===== src/design/srsw_pkg.sv =====
// shared constants, codes and types of the selective-repeat sender window
package srsw_pkg;

    localparam int WINDOW_MAX  = 16;
    localparam int MAX_PACKETS = 1024;

    localparam int NUM_W   = 10;
    localparam int TOT_W   = 10;
    localparam int WSZ_W   = 5;
    localparam int TMO_W   = 16;
    localparam int CFG_W   = 16;
    localparam int CFG_IDX_W = 2;
    localparam int ST_W    = 2;
    localparam int SLOT_W  = (WINDOW_MAX > 1) ? $clog2(WINDOW_MAX) : 1;
    localparam int WIN_W   = $clog2(WINDOW_MAX + 1);
    localparam int ADDR_W  = (MAX_PACKETS > 1) ? $clog2(MAX_PACKETS) : 1;

    typedef enum logic [1:0] {
        KIND_NEW    = 2'd0,
        KIND_RESEND = 2'd1,
        KIND_END    = 2'd2,
        KIND_STATUS = 2'd3
    } t_kind;

    localparam logic [ST_W-1:0] ST_UNSENT = 2'd0;
    localparam logic [ST_W-1:0] ST_WAIT   = 2'd1;
    localparam logic [ST_W-1:0] ST_ACKED  = 2'd2;

    localparam logic CMD_TICK = 1'b0;
    localparam logic CMD_ACK  = 1'b1;

    localparam logic [CFG_IDX_W-1:0] CFG_TOTAL   = 2'd0;
    localparam logic [CFG_IDX_W-1:0] CFG_WINDOW  = 2'd1;
    localparam logic [CFG_IDX_W-1:0] CFG_TIMEOUT = 2'd2;

    typedef struct packed {
        logic              inc;
        logic              clr;
        logic [SLOT_W-1:0] slot;
    } t_tmr_ctl;

    typedef struct packed {
        t_kind             kind;
        logic [NUM_W-1:0]  pkt;
        logic [NUM_W-1:0]  base;
        logic              fin;
        logic              last;
    } t_result;

endpackage


===== src/design/selective_repeat_sender_window_unit.sv =====
// sender side of a selective-repeat window: sequencer, status store and config
//
// channels: input beats on s_axis carry a tick (tuser 0) or an ack (tuser 1)
// with the packet number in tdata; every input beat yields a run of result
// beats on m_axis (new send, resend, end marker) closed by one status beat
// that has tlast set. the config channel writes total_packets (index 0),
// window_size (index 1) and timeout_ticks (index 2) and is always ready.
// after reset the packet status store is swept, one entry per cycle, over
// all 1024 entries; s_axis_tready stays low until the sweep is done.
// a tick walks the window twice through the shared slot timer unit, one slot
// per cycle unless a result waits for the output register (timer pass, then
// send pass), then checks the end marker.
// an ack writes the status store, then slides the base one packet per cycle;
// an ack at or above the total skips the store and the slide.
// one item is worked at a time; s_axis_tready is high only while the block
// waits for input.
// results leave through an output register; when the receiver stalls, the
// sequencer holds at the next beat until the register frees up.
module selective_repeat_sender_window_unit
    import srsw_pkg::*;
(
    input  logic                 i_clk,
    input  logic                 i_rst_n,
    input  logic                 s_axis_tvalid,
    output logic                 s_axis_tready,
    input  logic [15:0]          s_axis_tdata,   // [9:0] ack_number
    input  logic                 s_axis_tuser,   // [0] cmd
    output logic                 m_axis_tvalid,
    input  logic                 m_axis_tready,
    output logic [23:0]          m_axis_tdata,   // [9:0] packet_number, [19:10] window_base, [20] finished
    output logic [1:0]           m_axis_tuser,   // [1:0] kind
    output logic                 m_axis_tlast,
    input  logic                 i_cfg_valid,
    output logic                 o_cfg_ready,
    input  logic [CFG_IDX_W-1:0] i_cfg_index,
    input  logic [CFG_W-1:0]     i_cfg_data
);

    typedef enum logic [8:0] {
        S_CLEAR     = 9'b000000001,
        S_IDLE      = 9'b000000010,
        S_SLIDE_RD  = 9'b000000100,
        S_SLIDE_CHK = 9'b000001000,
        S_SCAN_T    = 9'b000010000,
        S_SCAN_N    = 9'b000100000,
        S_END_RD    = 9'b001000000,
        S_END_CHK   = 9'b010000000,
        S_STATUS    = 9'b100000000
    } t_state;

    t_state              r_state, n_state;
    logic [NUM_W-1:0]    r_base, n_base;
    logic [SLOT_W-1:0]   r_base_slot, n_base_slot;
    logic [NUM_W-1:0]    r_idx, n_idx;
    logic [SLOT_W-1:0]   r_slot, n_slot;
    logic [NUM_W-1:0]    r_top, n_top;
    logic                r_end_sent, n_end_sent;
    logic                r_done, n_done;
    logic [ADDR_W-1:0]   r_clr_addr, n_clr_addr;
    logic [TOT_W-1:0]    r_total;
    logic [WSZ_W-1:0]    r_wsize;
    logic [TMO_W-1:0]    r_timeout;

    logic [NUM_W-1:0]    w_eff_total;
    logic [NUM_W-1:0]    w_last_pkt;
    logic [WIN_W-1:0]    w_eff_win;
    logic [NUM_W:0]      w_top_sum;
    logic [NUM_W-1:0]    w_top;
    logic [NUM_W-1:0]    w_ack;
    logic                w_in_acc;

    logic                w_we, w_re;
    logic [ADDR_W-1:0]   w_waddr, w_raddr;
    logic [ST_W-1:0]     w_wdata, w_rdata;

    t_tmr_ctl            w_tmr;
    logic                w_expired;
    logic                w_load, w_can_load;
    t_result             w_res;

    function automatic logic [SLOT_W-1:0] next_slot(input logic [SLOT_W-1:0] s);
        next_slot = (s == SLOT_W'(WINDOW_MAX - 1)) ? '0 : s + SLOT_W'(1);
    endfunction

    // effective configuration
    always_comb begin
        if (r_total == '0) begin
            w_eff_total = NUM_W'(1);
        end else if (32'(r_total) > MAX_PACKETS) begin
            w_eff_total = NUM_W'(MAX_PACKETS);
        end else begin
            w_eff_total = NUM_W'(r_total);
        end
        if (r_wsize == '0) begin
            w_eff_win = WIN_W'(1);
        end else if (32'(r_wsize) > WINDOW_MAX) begin
            w_eff_win = WIN_W'(WINDOW_MAX);
        end else begin
            w_eff_win = WIN_W'(r_wsize);
        end
    end

    assign w_last_pkt = w_eff_total - NUM_W'(1);
    assign w_top_sum  = {1'b0, r_base} + (NUM_W+1)'(w_eff_win) - (NUM_W+1)'(1);
    assign w_top      = (w_top_sum > {1'b0, w_last_pkt}) ? w_last_pkt : w_top_sum[NUM_W-1:0];
    assign w_ack      = s_axis_tdata[NUM_W-1:0];

    assign s_axis_tready = (r_state == S_IDLE);
    assign w_in_acc      = s_axis_tvalid && s_axis_tready;
    assign o_cfg_ready   = 1'b1;

    always_comb begin
        n_state     = r_state;
        n_base      = r_base;
        n_base_slot = r_base_slot;
        n_idx       = r_idx;
        n_slot      = r_slot;
        n_top       = r_top;
        n_end_sent  = r_end_sent;
        n_done      = r_done;
        n_clr_addr  = r_clr_addr;
        w_we        = 1'b0;
        w_waddr     = '0;
        w_wdata     = ST_UNSENT;
        w_re        = 1'b0;
        w_raddr     = '0;
        w_tmr.inc   = 1'b0;
        w_tmr.clr   = 1'b0;
        w_tmr.slot  = r_slot;
        w_load      = 1'b0;
        w_res.kind  = KIND_STATUS;
        w_res.pkt   = '0;
        w_res.base  = r_base;
        w_res.fin   = r_done;
        w_res.last  = 1'b0;

        case (r_state)
            S_CLEAR: begin
                w_we       = 1'b1;
                w_waddr    = r_clr_addr;
                w_wdata    = ST_UNSENT;
                n_clr_addr = r_clr_addr + ADDR_W'(1);
                if (r_clr_addr == ADDR_W'(MAX_PACKETS - 1)) begin
                    n_state = S_IDLE;
                end
            end
            S_IDLE: begin
                if (w_in_acc) begin
                    if (s_axis_tuser == CMD_ACK) begin
                        if (w_ack < w_eff_total) begin
                            w_we    = 1'b1;
                            w_waddr = ADDR_W'(w_ack);
                            w_wdata = ST_ACKED;
                            n_state = S_SLIDE_RD;
                        end else begin
                            if (w_ack == w_eff_total) begin
                                n_done = 1'b1;
                            end
                            n_state = S_STATUS;
                        end
                    end else begin
                        n_top = w_top;
                        if (r_base <= w_last_pkt) begin
                            w_re    = 1'b1;
                            w_raddr = ADDR_W'(r_base);
                            n_idx   = r_base;
                            n_slot  = r_base_slot;
                            n_state = S_SCAN_T;
                        end else begin
                            n_state = S_END_RD;
                        end
                    end
                end
            end
            S_SLIDE_RD: begin
                if (r_base < w_last_pkt) begin
                    w_re    = 1'b1;
                    w_raddr = ADDR_W'(r_base);
                    n_state = S_SLIDE_CHK;
                end else begin
                    n_state = S_STATUS;
                end
            end
            S_SLIDE_CHK: begin
                if (w_rdata == ST_ACKED) begin
                    n_base      = r_base + NUM_W'(1);
                    n_base_slot = next_slot(r_base_slot);
                    if (n_base < w_last_pkt) begin
                        w_re    = 1'b1;
                        w_raddr = ADDR_W'(n_base);
                    end else begin
                        n_state = S_STATUS;
                    end
                end else begin
                    n_state = S_STATUS;
                end
            end
            S_SCAN_T: begin
                if (!((w_rdata == ST_WAIT) && w_expired && !w_can_load)) begin
                    if (w_rdata == ST_WAIT) begin
                        w_tmr.inc = 1'b1;
                        if (w_expired) begin
                            w_load     = 1'b1;
                            w_res.kind = KIND_RESEND;
                            w_res.pkt  = r_idx;
                        end
                    end
                    w_re = 1'b1;
                    if (r_idx == r_top) begin
                        w_raddr = ADDR_W'(r_base);
                        n_idx   = r_base;
                        n_slot  = r_base_slot;
                        n_state = S_SCAN_N;
                    end else begin
                        n_idx   = r_idx + NUM_W'(1);
                        n_slot  = next_slot(r_slot);
                        w_raddr = ADDR_W'(n_idx);
                    end
                end
            end
            S_SCAN_N: begin
                if (!((w_rdata == ST_UNSENT) && !w_can_load)) begin
                    if (w_rdata == ST_UNSENT) begin
                        w_we       = 1'b1;
                        w_waddr    = ADDR_W'(r_idx);
                        w_wdata    = ST_WAIT;
                        w_tmr.clr  = 1'b1;
                        w_load     = 1'b1;
                        w_res.kind = KIND_NEW;
                        w_res.pkt  = r_idx;
                    end
                    if (r_idx == r_top) begin
                        n_state = S_END_RD;
                    end else begin
                        n_idx   = r_idx + NUM_W'(1);
                        n_slot  = next_slot(r_slot);
                        w_re    = 1'b1;
                        w_raddr = ADDR_W'(n_idx);
                    end
                end
            end
            S_END_RD: begin
                w_re    = 1'b1;
                w_raddr = ADDR_W'(w_last_pkt);
                n_state = S_END_CHK;
            end
            S_END_CHK: begin
                if (!r_end_sent && (r_base == w_last_pkt) && (w_rdata == ST_ACKED)) begin
                    if (w_can_load) begin
                        w_load     = 1'b1;
                        w_res.kind = KIND_END;
                        w_res.pkt  = w_eff_total;
                        n_end_sent = 1'b1;
                        n_state    = S_STATUS;
                    end
                end else begin
                    n_state = S_STATUS;
                end
            end
            S_STATUS: begin
                if (w_can_load) begin
                    w_load     = 1'b1;
                    w_res.kind = KIND_STATUS;
                    w_res.last = 1'b1;
                    n_state    = S_IDLE;
                end
            end
            default: begin
                n_state = S_IDLE;
            end
        endcase
    end

    always_ff @(posedge i_clk) begin
        if (!i_rst_n) begin
            r_state     <= S_CLEAR;
            r_base      <= '0;
            r_base_slot <= '0;
            r_idx       <= '0;
            r_slot      <= '0;
            r_top       <= '0;
            r_end_sent  <= 1'b0;
            r_done      <= 1'b0;
            r_clr_addr  <= '0;
        end else begin
            r_state     <= n_state;
            r_base      <= n_base;
            r_base_slot <= n_base_slot;
            r_idx       <= n_idx;
            r_slot      <= n_slot;
            r_top       <= n_top;
            r_end_sent  <= n_end_sent;
            r_done      <= n_done;
            r_clr_addr  <= n_clr_addr;
        end
    end

    always_ff @(posedge i_clk) begin
        if (!i_rst_n) begin
            r_total   <= TOT_W'(1);
            r_wsize   <= WSZ_W'(16);
            r_timeout <= TMO_W'(1000);
        end else if (i_cfg_valid && o_cfg_ready) begin
            case (i_cfg_index)
                CFG_TOTAL:   r_total   <= i_cfg_data[TOT_W-1:0];
                CFG_WINDOW:  r_wsize   <= i_cfg_data[WSZ_W-1:0];
                CFG_TIMEOUT: r_timeout <= i_cfg_data[TMO_W-1:0];
                default:     r_total   <= r_total;
            endcase
        end
    end

    srsw_ram #(
        .WIDTH (ST_W),
        .DEPTH (MAX_PACKETS)
    ) u_status_ram (
        .i_clk   (i_clk),
        .i_we    (w_we),
        .i_waddr (w_waddr),
        .i_wdata (w_wdata),
        .i_re    (w_re),
        .i_raddr (w_raddr),
        .o_rdata (w_rdata)
    );

    srsw_timer u_timer (
        .i_clk     (i_clk),
        .i_rst_n   (i_rst_n),
        .i_ctl     (w_tmr),
        .i_timeout (r_timeout),
        .o_expired (w_expired)
    );

    srsw_out_stage u_out (
        .i_clk         (i_clk),
        .i_rst_n       (i_rst_n),
        .i_load        (w_load),
        .i_res         (w_res),
        .o_can_load    (w_can_load),
        .m_axis_tvalid (m_axis_tvalid),
        .m_axis_tready (m_axis_tready),
        .m_axis_tdata  (m_axis_tdata),
        .m_axis_tuser  (m_axis_tuser),
        .m_axis_tlast  (m_axis_tlast)
    );

`ifndef SYNTHESIS
    a_base_monotonic: assert property (@(posedge i_clk) disable iff (!i_rst_n)
        1'b1 |=> r_base >= $past(r_base))
        else $error("window base moved backward");

    a_end_sticky: assert property (@(posedge i_clk) disable iff (!i_rst_n)
        r_end_sent |=> r_end_sent)
        else $error("end marker flag cleared");

    a_done_sticky: assert property (@(posedge i_clk) disable iff (!i_rst_n)
        r_done |=> r_done)
        else $error("finished flag cleared");

    a_scan_in_window: assert property (@(posedge i_clk) disable iff (!i_rst_n)
        (r_state == S_SCAN_T || r_state == S_SCAN_N) |-> (r_idx >= r_base && r_idx <= r_top))
        else $error("scan index outside window");

    a_tlast_on_status: assert property (@(posedge i_clk) disable iff (!i_rst_n)
        m_axis_tvalid |-> (m_axis_tlast == (m_axis_tuser == KIND_STATUS)))
        else $error("tlast not on status beat");
`endif

endmodule


===== src/design/srsw_ram.sv =====
// generic single-write single-read ram with registered read
module srsw_ram #(
    parameter int WIDTH = 2,
    parameter int DEPTH = 1024
) (
    input  logic                                    i_clk,
    input  logic                                    i_we,
    input  logic [((DEPTH > 1) ? $clog2(DEPTH) : 1)-1:0] i_waddr,
    input  logic [WIDTH-1:0]                        i_wdata,
    input  logic                                    i_re,
    input  logic [((DEPTH > 1) ? $clog2(DEPTH) : 1)-1:0] i_raddr,
    output logic [WIDTH-1:0]                        o_rdata
);

    logic [WIDTH-1:0] r_mem [DEPTH];
    logic [WIDTH-1:0] r_rdata;

    always_ff @(posedge i_clk) begin
        if (i_we) begin
            r_mem[i_waddr] <= i_wdata;
        end
        if (i_re) begin
            r_rdata <= r_mem[i_raddr];
        end
    end

    assign o_rdata = r_rdata;

endmodule


===== src/design/srsw_timer.sv =====
// slot timer bank with the shared increment and timeout compare
module srsw_timer
    import srsw_pkg::*;
(
    input  logic             i_clk,
    input  logic             i_rst_n,
    input  t_tmr_ctl         i_ctl,
    input  logic [TMO_W-1:0] i_timeout,
    output logic             o_expired
);

    logic [TMO_W-1:0] r_timer [WINDOW_MAX];
    logic [TMO_W:0]   w_sum;

    assign w_sum     = {1'b0, r_timer[i_ctl.slot]} + (TMO_W+1)'(1);
    assign o_expired = w_sum > {1'b0, i_timeout};

    always_ff @(posedge i_clk) begin
        if (!i_rst_n) begin
            for (int k = 0; k < WINDOW_MAX; k++) begin
                r_timer[k] <= '0;
            end
        end else if (i_ctl.clr) begin
            r_timer[i_ctl.slot] <= '0;
        end else if (i_ctl.inc) begin
            r_timer[i_ctl.slot] <= o_expired ? '0 : w_sum[TMO_W-1:0];
        end
    end

endmodule


===== src/design/srsw_out_stage.sv =====
// output register of the result stream
module srsw_out_stage
    import srsw_pkg::*;
(
    input  logic        i_clk,
    input  logic        i_rst_n,
    input  logic        i_load,
    input  t_result     i_res,
    output logic        o_can_load,
    output logic        m_axis_tvalid,
    input  logic        m_axis_tready,
    output logic [23:0] m_axis_tdata,
    output logic [1:0]  m_axis_tuser,
    output logic        m_axis_tlast
);

    logic    r_valid;
    t_result r_res;

    assign o_can_load = !r_valid || m_axis_tready;

    always_ff @(posedge i_clk) begin
        if (!i_rst_n) begin
            r_valid <= 1'b0;
        end else if (i_load) begin
            r_valid <= 1'b1;
        end else if (m_axis_tready) begin
            r_valid <= 1'b0;
        end
    end

    always_ff @(posedge i_clk) begin
        if (i_load) begin
            r_res <= i_res;
        end
    end

    assign m_axis_tvalid = r_valid;
    assign m_axis_tdata  = {3'b000, r_res.fin, r_res.base, r_res.pkt};
    assign m_axis_tuser  = r_res.kind;
    assign m_axis_tlast  = r_res.last;

endmodule

===== config.mk =====
export PLATFORM = sky130hd
export DESIGN_NAME = selective_repeat_sender_window_unit
export DESIGN_NICKNAME = d
export VERILOG_FILES = /design/src/design/srsw_pkg.sv /design/src/design/selective_repeat_sender_window_unit.sv /design/src/design/srsw_ram.sv /design/src/design/srsw_timer.sv /design/src/design/srsw_out_stage.sv
export SDC_FILE = /design/constraint.sdc
export NUM_CORES = 2
export LEC_CHECK = 0
export ABC_AREA = 1
export BUFFER_PORTS_ARGS = -buffer_cell sky130_fd_sc_hd__buf_2
export CAP_MARGIN = 20
export CORE_MARGIN = 1.5
export CORE_UTILIZATION = 30
export DETAILED_ROUTE_END_ITERATION = 10
export MAX_ROUTING_LAYER = met4
export PLACE_DENSITY = 0.52
export SKIP_LAST_GASP = 1
export SLEW_MARGIN = 20
export SYNTH_ARGS = -nofsm -noshare
export SYNTH_HDL_FRONTEND = slang
export SYNTH_HIERARCHICAL = 1
export SYNTH_SLANG_ARGS = --single-unit

===== constraint.sdc =====
create_clock -name i_clk -period 39.8 [get_ports i_clk]
set_clock_uncertainty 0.15 [all_clocks]
set_input_delay 1.99 -clock i_clk [delete_from_list [all_inputs] [get_ports i_clk]]
set_output_delay 1.99 -clock i_clk [all_outputs]
set_load 0.01 [all_outputs]

; Word-level counts from Yosys, hierarchy flattened
; Memories as Yosys holds them, arrays and structs flattened. A register that Yosys moved wholly into a read port is not among the register bits.
; Index checks and enable logic that the tools add are counted.
[word_totals]
memories = 2
regBits = 115
ram_bits = 2304
inputBits = 40
[classes]
bitwise = 3
n_eq_ne = 31
magnitude_cmp = 7
mux = 114
addsub = 9
n_reduce_logical = 26
[mem_list]
columns = memory, words, word_bits, rd, rd_ports_with_merged_regs, write_ports, line
row1 = u_status_ram.r_mem, 1024, 2, 1, 1, 1, srsw_ram.sv:15  ; logic [WIDTH-1:0] r_mem [DEPTH];
row2 = u_timer.r_timer, 16, 16, 1, 1, 16, srsw_timer.sv:12  ; logic [TMO_W-1:0] r_timer [WINDOW_MAX];
[op_table]
columns = op, n
row1 = $mux 10, 23
row2 = $mux 9, 14
row3 = $pmux 10 s3, 3
row4 = $pmux 9 s9, 1
row5 = $mux 12, 5
row6 = $pmux 10 s6, 1
row7 = $mux 16, 3
row8 = $mux 4, 12
row9 = $mux 1, 38
row10 = $add 10x1->10 const B, 3
row11 = $eq 10x10->1, 3
row12 = $lt 10x10->1, 3
row13 = $mux 11, 2
row14 = $add 16x1->17 const B, 1
row15 = $gt 17x16->1, 1
row16 = $ne 2x2->1 const B, 8
row17 = $reduce_or 16->1, 1
row18 = $pmux 4 s3, 1
row19 = $add 10x5->11, 1
row20 = $gt 11x10->1, 1
row21 = $sub 11x1->11 const B, 1
row22 = $eq 10x10->1 const B, 1
row23 = $le 10x10->1, 1
row24 = $logic_not 10->1, 1
row25 = other kinds (39), 61

; Logic depth before layout (Yosys ltp)
[logic_depth]
word_depth = 13
ltp_mapped = 56
mapped_depth_nobuf = 49

; Hierarchy
; The synthesis kept the hierarchy.
[by_module_without_submodules]
columns = module, area_each_um2, n_inst, seq_area_each_um2, cells_each
row1 = srsw_ram, 86973.4, 1, 61559.0, 7976
row2 = srsw_timer, 13579.3, 1, 7687.4, 1507
row3 = selective_repeat_sender_window_unit, 7308.3, 1, 1801.7, 1099
row4 = srsw_out_stage, 793.3, 1, 740.7, 34

; Worst setup path before layout
; Ideal clock, no wire load.
[synth_path]
path_kind = input to register
startpoint = input m_axis_tready
endpoint = memory u_status_ram.r_mem[0][0], data pin
path_buffers = 0
path_slack_ns = 8.735
setup_time_ns = 4.966
arrival_time_ns = 25.949
stages = 6
path_cell_list = inv_1 -> nand2_2 -> inv_1 -> nor3_1 -> inv_1 -> nor2_1
[synth_via]
elab_chain_len = 5
[synth_rtl]
columns = item, line
row1 = from (decl), selective_repeat_sender_window_unit.sv:29  ; input logic m_axis_tready,
row2 = $logic_or 1x1->1, srsw_out_stage.sv:20  ; assign o_can_load = !r_valid || m_axis_tready;
row3 = via w_can_load, selective_repeat_sender_window_unit.sv:78  ; logic w_load, w_can_load;
row4 = $logic_not 1->1, selective_repeat_sender_window_unit.sv:222  ; if (!((w_rdata == ST_UNSENT) && !w_can_load)) begin
row5 = $logic_and 1x1->1, selective_repeat_sender_window_unit.sv:222
row6 = $mux 1, selective_repeat_sender_window_unit.sv:222
row7 = $pmux 2 s2, selective_repeat_sender_window_unit.sv:137  ; case (r_state)
row8 = via w_wdata[0], selective_repeat_sender_window_unit.sv:74  ; logic [ST_W-1:0] w_wdata, w_rdata;
row9 = to (decl), srsw_ram.sv:15
; The timed path passes the listed nets, and every way through them passes these cells.

==> flow_metrics.env <==
export IMPL_slew_violations=0
export IMPL_critical_path_required_ns=40.32
export IMPL_wire_per_inst_um=21.3
export IMPL_synth_top_cell_area_share=0.644
export IMPL_fmax_mhz=83.2
export IMPL_avgSynthCellArea_um2=10.2
export IMPL_p_total_mw=6.43
export IMPL_netlist_area_um2=109000
export IMPL_startpoint_type="flop"
export IMPL_ant_nets=0
export IMPL_rr_worst_depth=52
export IMPL_clk_pin_slew_worst_paths_ns=0.06
export IMPL_power_leakage_nw=41.8
export IMPL_htreeDepth=5
export IMPL_cp_top_family="simple AND/OR/NAND/NOR gates"
export IMPL_setup_tns_ns=0
export IMPL_cap_violations=0
export IMPL_fp_dieH_um=605
export IMPL_dr_pass1_iters=6
export IMPL_hold_viol_final=0
export IMPL_worst_path_buf_inv=10
export IMPL_synth_area_leaders="edfxtp_1, nand2_1, nand3_1"
export IMPL_seq_area_frac_synth=0.661
export IMPL_gp_congestion=0.875
export IMPL_regArea_um2=71800
export IMPL_clk_latency_ns=0.88
export IMPL_syn_inst=10616
export IMPL_ys_ff_latch=2421
export IMPL_synthFlopType="edfxtp_1"
export IMPL_first_iter_violations=6959
export IMPL_ys_warn_count=6
export IMPL_finalSetupViolations=0
export IMPL_grt_overflow=0
export IMPL_p_per_area_nw_per_um2=52.9
export IMPL_antenna_found_initial=15
export IMPL_timing_final_crit_share=0.302
export IMPL_worst_ep_arrival_time_ns=12.54
export IMPL_slowest_stage="buf_4"
export IMPL_peakVddDrop_uv=35.0
export IMPL_endpoint_kind="flop"
export IMPL_post_cts_buffers=0
export IMPL_area_growth_pct=11.9
export IMPL_yosysUniqueCellTypes=62
export IMPL_cp_max_fo=167
export IMPL_drt_wl_total_um=326000
export IMPL_post_cts_resized=0
export IMPL_numCtsBuffers=271
export IMPL_start_util=0.302
export IMPL_nets=10452
export IMPL_fillers=36476
export IMPL_dp_hpwl_um=168000
export IMPL_core_rowCount=220
export IMPL_layout_drive_gt1_share=0.0767
export IMPL_cpMostUsedCell="nand2_1"
export IMPL_grt_pass1_vias=73132
export IMPL_synth_edf_count=2330
export IMPL_multiInputGateArea_um2=32500
export IMPL_maxSlewHeadroom=0.236
export IMPL_cts_sinks=2421
export IMPL_via_per_inst=4.97
export IMPL_path_class="flop to flop"
export IMPL_cts_hold_buf=0
export IMPL_numPlacedInstances=14834
export IMPL_max_slew_worst_pin_slew_ns=1.15
export IMPL_fin_crit_ns=12.02
export IMPL_grt_usage=0.179
export IMPL_coreArea_um2=360000
export IMPL_cts_tree="built"
export IMPL_root_buffer="clkbuf_16"
export IMPL_status="finished clean"
export IMPL_dieArea_um2=366000
export IMPL_drc=0
export IMPL_min_path_type="flop to flop"
export IMPL_synth_area_leader_cell="edfxtp_1"
export IMPL_num_io_pins=70
export IMPL_clk_path_buf_depth=4
export IMPL_fin_cells=15312
export IMPL_max_stage_delay_ns=0.83
export IMPL_portBuffers=59
export IMPL_grt_start_max_net_pins=196
export IMPL_whs_path_depth=2
export IMPL_die_w_um=605
export IMPL_vias=76132
export IMPL_cp_depth=52
export IMPL_async_flop_share=0
export IMPL_grt_setup_unrepaired="no"
export IMPL_grt_pass1_wl_um=477000
## cell type report
cell class,instances,share of cell area
Sequential cell,2421,0.591
Multi-Input combinational cell,7159,0.267
Clock buffer,342,0.0596
Tap cell,4773,0.0491
Timing Repair Buffer,225,0.0139
Clock inverter,127,0.0108
Inverter,259,0.00844
Antenna cell,6,0.000124
## cell usage in the layout (no fill, tap or decap), types with 5 or more instances in the layout
cell type and instances:
o211ai_1 6, diode_2 6, clkbuf_1 59, o221ai_1 15
bufinv_16 23, a22oi_1 5, dfxtp_1 89, nand4_1 47
ha_1 74, o22ai_2 9, nand2_1 2996, clkbuf_16 279
edfxtp_1 2330, buf_2 59, nor2_1 1308, clkinv_1 65
a221oi_1 5, nand3b_1 5, inv_2 9, o22ai_1 11
or2_2 6, a21oi_1 76, nor3_2 107, nand2_2 7
nand2_4 25, inv_1 235, clkinv_2 22, nor3_1 111
nor2_2 18, o21ai_4 7, inv_16 5, nand3_4 8
o21a_1 5, inv_6 10, buf_12 10, nand3_2 9
xor2_1 25, nand3_1 2142, o21ai_0 81, buf_4 152
## worst paths after layout
check | from | endpoint | slack (ns)
worst min-delay path | r_top[8] | r_top[8] | 0.32
worst max-delay path | r_slot[0] | u_status_ram/o_rdata[0] | 27.78
worst max register to register | r_slot[0] | u_status_ram/o_rdata[0] | 27.78
worst min register to register | r_top[8] | r_top[8] | 0.32
## kinds of logic (layout without fill, tap and decap cells)
group / count (synthesis) / after routing / share of synthesized area
XOR/XNOR: 30 / 30 / 0.00249
AND/OR/NAND/NOR: 6805 / 6805 / 0.271
other: 2 / 10 / 0.0000691
adder cells (fa/ha/maj): 75 / 75 / 0.00871
buffers and inverters: 1038 / 953 / 0.0433
AO/OA/AOI/OAI: 245 / 245 / 0.0140
flip-flops: 2421 / 2421 / 0.661
## through the flow
| stage | utilization | hold slack (ns) | worst slack, ns | cell area [um2] |
|---|---|---|---|---|
| floorplan | - | 0.258 | 8.73 | 109000 |
| global placement | 0.314 | 0.307 | 27.80 | 113000 |
| detailed placement | 0.314 | 0.308 | 27.87 | 113000 |
| CTS | 0.338 | 0.324 | 27.83 | 122000 |
| global route | 0.338 | 0.343 | 26.90 | 122000 |
| finish | 0.338 | 0.324 | 27.78 | 122000 |
## cells in the mapped netlist, types with 3 or more instances
master	count
or2_2	6
a22oi_1	5
buf_1	74
buf_2	305
nor2_2	16
buf_4	66
inv_1	240
o221ai_1	15
nor4_1	4
o211ai_1	6
nor2_1	1311
buf_6	21
clkbuf_1	311
inv_2	10
o21ai_2	9
o22ai_2	9
a21o_1	3
nand2_2	7
nand2_4	4
a211oi_1	3
xor2_1	25
nor3_1	116
nand3_1	2149
o22ai_1	11
o21ai_0	81
nand4_1	47
edfxtp_1	2330
nor2_4	3
a21oi_2	3
inv_4	3
xnor2_1	4
dfxtp_1	91
a21oi_1	76
o21a_1	5
a221oi_1	5
o21bai_1	3
nand2_1	3017
nor3_2	102
nand3b_1	5
ha_1	74
a31oi_1	4
nand3_2	10
clkinv_1	6
## tightest hold or removal path, delay by kind of cell, from the launching register on
kind               cells  cell delay, ns
AOI/OAI and AO/OA      1            0.05
DFF                    1            0.31
and+or+nand+nor        1            0.06
## state kept, by name, summed over array words and instances, names as in the netlist, 16 cells and up
register / count
u_out/m_axis_tdata: 21
u_timer/r_timer: 256
u_status_ram/r_mem: 2048
r_timeout: 16
## layer usage
layer | GRT usage | up-vias | share of wire
met2 | 0.301 | 2127 | 0.49
met4 | 0.0529 | 0 | 0.029
met5 | - | - | 0
met3 | 0.0195 | 523 | 0.055
li1 | - | 35976 | -
met1 | 0.227 | 37506 | 0.42
## where the power goes
part | switching (mW) | internal, mW
Combinational | 0.870 | 0.274
Sequential | 0.0210 | 2.80
Clock | 1.02 | 1.44
(Power assumes the default switching activity.)
